<file path="config.mk">
export PLATFORM = sky130hd
export DESIGN_NAME = amtrs_queue
export DESIGN_NICKNAME = d
export VERILOG_FILES = /design/src/amtrs_pkg.sv /design/src/amtrs_queue.sv
export SDC_FILE = /design/constraint.sdc
export NUM_CORES = 1
export LEC_CHECK = 0
export BUFFER_PORTS_ARGS = -buffer_cell sky130_fd_sc_hd__buf_2
export CORE_AREA = 2 2 381 383
export DETAILED_ROUTE_END_ITERATION = 16
export DIE_AREA = 0 0 383 385
export PLACE_DENSITY = 0.69
export SYNTH_ARGS = -nofsm -noshare
export SYNTH_HDL_FRONTEND = slang
export SYNTH_SLANG_ARGS = --single-unit
</file>
<file path="constraint.sdc">
create_clock -name clock -period 21.1 [get_ports clock]
set_input_delay 6.33 -clock clock [delete_from_list [all_inputs] [get_ports clock]]
set_output_delay 6.33 -clock clock [all_outputs]
set_load 0.005 [all_outputs]
</file>
<file path="src/amtrs_pkg.sv">
// amtrs_pkg: shared types, constants and arithmetic step functions
// for the affine transform decomposition unit; no dependencies
package amtrs_pkg;

   localparam int NUM_AXIS   = 3;
   localparam int NUM_ELEM   = 9;
   localparam int NUM_QUAT   = 4;
   localparam int SQRT_STEPS = 32;
   localparam int DIV_STEPS  = 31;

   // one in signed q2.30
   localparam logic [31:0] ONE_Q30 = 32'h4000_0000;

   // input item: nine basis elements (column * 3 + component) and translation
   typedef struct packed {
      logic [NUM_ELEM-1:0][31:0] col;
      logic [NUM_AXIS-1:0][31:0] move;
   } xform_type;

   // queue entry: rotation matrix in q2.30 plus the pass-through fields
   typedef struct packed {
      logic [NUM_AXIS-1:0][31:0] trans;
      logic [NUM_AXIS-1:0][31:0] scale;
      logic [NUM_ELEM-1:0][31:0] rot;
   } entry_type;

   // result item, quaternion order w x y z
   typedef struct packed {
      logic [NUM_AXIS-1:0][31:0] trans;
      logic [NUM_AXIS-1:0][31:0] scale;
      logic [NUM_QUAT-1:0][31:0] quat;
   } result_type;

   // quaternion extraction case
   typedef enum logic [1:0] {
      CASE_TRACE,
      CASE_X,
      CASE_Y,
      CASE_Z
   } case_type;

   // one digit of a restoring square root
   typedef struct packed {
      logic [63:0] src;
      logic [34:0] rem;
      logic [31:0] root;
   } sqrt_type;

   // one bit of a restoring division producing a 31-bit quotient
   typedef struct packed {
      logic [31:0] rem;
      logic [30:0] low;
      logic [30:0] quo;
   } div_type;

   function automatic sqrt_type sqrt_init(logic [63:0] value);
      sqrt_type s;
      s.src  = value;
      s.rem  = '0;
      s.root = '0;
      return s;
   endfunction

   function automatic sqrt_type sqrt_step(sqrt_type s);
      sqrt_type    o;
      logic [34:0] rem_sh;
      logic [34:0] trial;
      rem_sh = {s.rem[32:0], s.src[63:62]};
      trial  = {1'b0, s.root, 2'b01};
      o.src  = {s.src[61:0], 2'b00};
      if (rem_sh >= trial) begin
         o.rem  = rem_sh - trial;
         o.root = {s.root[30:0], 1'b1};
      end else begin
         o.rem  = rem_sh;
         o.root = {s.root[30:0], 1'b0};
      end
      return o;
   endfunction

   // dividend is mag * 2^30; top bits start below the divisor
   function automatic div_type div_init(logic [31:0] mag);
      div_type s;
      s.rem = {1'b0, mag[31:1]};
      s.low = {mag[0], 30'd0};
      s.quo = '0;
      return s;
   endfunction

   function automatic div_type div_step(div_type s, logic [31:0] dvsr);
      div_type     o;
      logic [32:0] rs;
      rs    = {s.rem, s.low[30]};
      o.low = {s.low[29:0], 1'b0};
      if (rs >= {1'b0, dvsr}) begin
         o.rem = 32'(rs - {1'b0, dvsr});
         o.quo = {s.quo[29:0], 1'b1};
      end else begin
         o.rem = rs[31:0];
         o.quo = {s.quo[29:0], 1'b0};
      end
      return o;
   endfunction

endpackage

</file>
<file path="src/amtrs_queue.sv">
// amtrs_queue: short register queue between the front and back pipelines
// depends on amtrs_pkg
module amtrs_queue #(
   parameter int DEPTH = 4
) (
   input  logic                 clock,
   input  logic                 reset,
   input  logic                 push,
   input  amtrs_pkg::entry_type push_item,
   output logic                 full,
   input  logic                 pop,
   output amtrs_pkg::entry_type head,
   output logic                 nonempty
);

   localparam int PTR_W = (DEPTH > 1) ? $clog2(DEPTH) : 1;
   localparam int CNT_W = $clog2(DEPTH + 1);

   amtrs_pkg::entry_type mem_ff [DEPTH];
   logic [PTR_W-1:0]     wr_ptr_ff, wr_ptr_in, rd_ptr_ff, rd_ptr_in;
   logic [CNT_W-1:0]     cnt_ff, cnt_in;

   assign full     = (cnt_ff == CNT_W'(DEPTH));
   assign nonempty = (cnt_ff != '0);
   assign head     = mem_ff[rd_ptr_ff];

   // pointer and count update
   always_comb begin
      wr_ptr_in = wr_ptr_ff;
      rd_ptr_in = rd_ptr_ff;
      if (push) begin
         wr_ptr_in = (wr_ptr_ff == PTR_W'(DEPTH-1)) ? '0 : wr_ptr_ff + 1'b1;
      end
      if (pop) begin
         rd_ptr_in = (rd_ptr_ff == PTR_W'(DEPTH-1)) ? '0 : rd_ptr_ff + 1'b1;
      end
      unique case ({push, pop})
         2'b10:   cnt_in = cnt_ff + 1'b1;
         2'b01:   cnt_in = cnt_ff - 1'b1;
         default: cnt_in = cnt_ff;
      endcase
   end

   always_ff @(posedge clock) begin
      if (reset) begin
         wr_ptr_ff <= '0;
         rd_ptr_ff <= '0;
         cnt_ff    <= '0;
      end else begin
         wr_ptr_ff <= wr_ptr_in;
         rd_ptr_ff <= rd_ptr_in;
         cnt_ff    <= cnt_in;
      end
   end

   // entry storage
   always_ff @(posedge clock) begin
      if (push) begin
         mem_ff[wr_ptr_ff] <= push_item;
      end
   end

endmodule

</file>
## Word-level counts from Yosys, hierarchy flattened

Memories as Yosys holds them, arrays and structs flattened. A register that Yosys moved wholly into a read port is not among the register bits.
Cells that the tools add are included.

| operators by class | value |
|---|---|
| add/sub/neg operators | 4 |
| equality and inequality tests | 5 |
| multiplexer cells | 7 |
| reduce and logical (&&, ||, !) cells | 2 |

Operators with widths:

| cell | count |
|---|---|
| $mux 2 | 4 |
| $eq 2x2->1 const B | 3 |
| $pmux 3 s2 | 1 |
| $add 2x1->2 const B | 2 |
| $add 3x1->3 const B | 1 |
| $eq 3x3->1 const B | 1 |
| $reduce_bool 3->1 | 1 |
| $sub 3x1->3 const B | 1 |
| $eq 2x1->1 const B | 1 |
| $mux 1 | 2 |
| $reduce_bool 2->1 | 1 |

| word-level totals | value |
|---|---|
| register bits after elaboration | 7 |
| bits in writable memories | 1920 |
| bits of input ports | 484 |
| output and inout bits | 482 |
| word-level logic and storage cells | 22 |
| memories | 1 |

Memory list:

| memory | words | width | rd ports | clocked after memory_dff | write ports | RTL line | text |
|---|---|---|---|---|---|---|---|
| mem_ff | 4 | 480 | 1 | 1 | 1 | amtrs_queue.sv:19 | `amtrs_pkg::entry_type mem_ff [DEPTH];` |

## Logic depth before layout (Yosys ltp)

| depth | value |
|---|---|
| depth in word-level cells | 4 |
| depth in mapped cells | 6 |
| gate-level depth less buffers | 6 |

## Least setup slack after synthesis

Ideal clock, no wire load.

| timing | value |
|---|---|
| path kind | input-to-reg |
| from | input port push |
| to | memory mem_ff[0][0] (netlist name) (enable) |
| library setup time | 0.905 ns |
| arrival | 17.108 ns |
| required time | 20.195 ns |
| slack | 3.087 ns |
| cell stages on the path | 1 |
| buffers on the path | 0 |
| path through | and2_1 |

| between the ends | value |
|---|---|
| word-level cells in the longest chain between the ends | 2 |

RTL lines:

| element | RTL line | text |
|---|---|---|
| from (decl) | amtrs_queue.sv:8 | `input logic push,` |
| $mux 1 | amtrs_queue.sv:58 | `if (push) begin` |
| $mux 1 (not written as such) | amtrs_queue.sv:59 | `mem_ff[wr_ptr_ff] <= push_item;` |
| to (decl) | amtrs_queue.sv:19 |  |

No other way between the ends.

==> qor.csv <==
stage,metric,value,unit
setup_path,Crit. End Element,output pin,
placed_design,I/O Buffers,965,
timing,Final period util,53.39,%
routing,DRC,0,
placed_design,dpl ws,10.47,ns
synth,part of the Yosys area used for sequential elements,83.11,%
pwr,Logic pwr share,7.7,%
timing,worst hold slack,0.4954,ns
run_status,status,completed,
synth,async set or reset register ratio after synthesis,0,%
pwr,NetSw,0.001754,W
global_routing,global-route wire length before repair,214800,um
setup_path,Reg2Reg Depth,6,
global_routing,largest net degree at the start of global routing,143,
clock_tree,setup bufs post-CTS,0,
timing,Final WS setup,9.835,ns
floorplan,die height,385,um
synth,"area leader, netlist",edfxtp_1,
timing,post-route clock skew,0.02317,ns
routing,DRT antenna net count,0,
clock_tree,CTS buffer count,188,
clock_tree,Skew-Pair Late Insertion Delay,0.79,ns
synth,Mapped Cells,2551,
placed_design,GP Congestion,0.7919,
global_routing,Total GRT Usage,20.04,%
pwr,Final Power,0.008212,W
synth,post-synthesis cell type count,20,
pwr,switching portion of total power,21.35,%
setup_path,Crit path required time,14.77,ns
pwr,Power Density,99.55,nW/um2
clock_tree,H-tree lvl count,4,
floorplan,I/O Pins,966,
synth,main area contributors after synthesis,"edfxtp_1 (83%), mux4_2 (16%), buf_6 (0.36%)",
synth,synth cell count leaders,"edfxtp_1 (1,920), mux4_2 (480), buf_2 (32), buf_6 (22), buf_4 (21)",
pwr,Clock Power Share,38.5,%
synth,synthesized area,69590,um2
floorplan,row cnt,139,
synth,top cell type's share of synthesized area,82.85,%
timing,setup total negative slack,0,ns
pwr,LEAKAGE,27.29,nW
setup_path,Worst setup SP type,flop,
synth,syn nets,3042,
min_path,class of the worst hold path,reg -> reg,
pwr,Seq pwr share,53.8,%
routing,vias post-DR,31570,
timing,measured slew at the worst slew-check pin,1.144,ns
pwr,internal power,0.006459,W
setup_path,kind of critical path,reg -> out,
floorplan,Die Wd,383,um
placed_design,Detailed Place HPWL,94270,um
min_path,WHS Path Cells,2,
clock_tree,hold_buf cts,0,
min_path,hold_sp,cnt_ff[2]$_SDFFE_PP0P_,
global_routing,total grt overflow,0,
routing,first-pass iteration count of the detailed router,7,
global_routing,initial antenna violation count,86,
timing,Final Hold Viols,0,
clock_tree,clock slew at reported path FFs,0.06,ns
clock_tree,Root Buffer,clkbuf_16,
clock_tree,Clock Path Buffers,3,
pwr,maximum vdd drop,97.45,uV
synth,Seq cells post-synth,1929,
timing,FMAX,0.08877,GHz
routing,via-per-instance ratio,5.504,
final_layout,Area Growth Syn to Fin,18.53,%
floorplan,area of the core,143100,um2
clock_tree,CTS tree,done,
synth,"Warnings, synthesis",0,
synth,Mean Syn Cell Area,27.28,um2
floorplan,DIE AREA,147500,um2
timing,Slew HR,23.71,%
clock_tree,clk sink count,1929,
floorplan,starting density of the core,48.62,%
synth,"Top FF cell, synth",edfxtp_1,
final_layout,layout cells sized above 1,45.83,%
global_routing,number of global-route vias before repair,32260,
routing,DR iter-0 viols,2399,
setup_path,RR Startpoint,wr_ptr_ff[0]$_SDFFE_PP0P_,
setup_path,worst path arrival time,4.93,ns
timing,RSZ-0062 raised after global routing,false,
synth,Post-synth EDFFs,1920,
setup_path,CP Max Fanout,142,
final_layout,Final nets,4127,
routing,wire length per cell,26.23,um
timing,fin crit period,11.26,ns
job,maxcap violations,0,
timing,"Slew Viols, Final",0,
clock_tree,Post-CTS Resized,0,
timing,# setup viols final,0,
routing,routed wire length,150500,um
synth,most frequent cell after synthesis,edfxtp_1,
[power groups by stage]
stage	clock network (W)	registers (W)	logic, W
6_report	0.00316	0.00442	0.000636
2_1_floorplan	0	0.00456	0.000332
5_1_grt	0.00337	0.00443	0.000684
3_3_place_gp	0	0.00449	0.000640
3_5_place_dp	0	0.00450	0.000647
4_1_cts	0.00323	0.00442	0.000650
[worst max-delay path, cell delays in order (launching register included)]
cell	delay, ns
dfxtp_4	0.88
buf_4	0.81
buf_4	0.80
buf_12	0.60
mux4_2	0.48
buf_2	0.17
[layout by cell type (no fill, tap or decap), types with 4 or more instances in the layout]
| master | netlist | final |
|---|---|---|
| clkbuf_16 | 0 | 193 |
| nor2_1 | 6 | 6 |
| ha_1 | 6 | 6 |
| inv_1 | 4 | 4 |
| diode_2 | 0 | 47 |
| buf_12 | 0 | 9 |
| buf_4 | 21 | 28 |
| bufinv_16 | 0 | 9 |
| buf_2 | 32 | 965 |
| clkinv_1 | 0 | 43 |
| clkbuf_1 | 14 | 50 |
| edfxtp_1 | 1920 | 1920 |
| and2_4 | 0 | 4 |
| mux4_2 | 480 | 480 |
| dfxtp_1 | 9 | 7 |
| clkinv_2 | 0 | 25 |
| clkinvlp_4 | 0 | 10 |
[through the flow]
step | area, um2 | utilization (%) | cells
final | 82490 | 57.63 | 5736
after global routing | 82440 | 57.60 | 5717
after global placement | 76520 | 53.46 | 5349
after floorplan | 69590 | - | 2551
after detailed placement | 76520 | 53.46 | 5349
after CTS | 82370 | 57.55 | 5689
[routing by layer]
layer / GRT usage [%] / part of all wire [%]
met4: 8.683 / 3.8
met2: 31.68 / 49
met1: 24.57 / 37
met3: 8.025 / 9.5
met5: 0 / 0.33
[state kept, by name (all words and copies together), names as in the netlist, named ones only]
name,cells
cnt_ff,3
rd_ptr_ff,2
mem_ff,1920
wr_ptr_ff,2
[kinds of logic after synthesis]
logic type	share of synthesized area, %
flip-flops	83.11
AO/OA/AOI/OAI	0.02875
XOR/XNOR	0.02518
buffers and inverters	1.007
multiplexers	15.58
AND/OR/NAND/NOR	0.1186
adder cells (fa/ha/maj)	0.1366
[layout make-up]
type | instances | area (um2)
inverter | 4 | 15.01
antenna | 47 | 117.6
tap | 1903 | 2381
multi-input combinational | 511 | 11070
clock inverter | 97 | 830.8
timing repair buffer | 1002 | 5220
clock buffer | 243 | 5017
fill | 10160 | 60640
sequential | 1929 | 57840
[worst paths after layout]
kind / end / slack, ns
hold / removal: cnt_ff[2]$_SDFFE_PP0P_ / 0.50
hold reg to reg: cnt_ff[2]$_SDFFE_PP0P_ / 0.50
setup / recovery: head[208] / 9.84
setup reg to reg: mem_ff[2][205]$_DFFE_PP_ / 17.00
(Power assumes the default switching activity.)
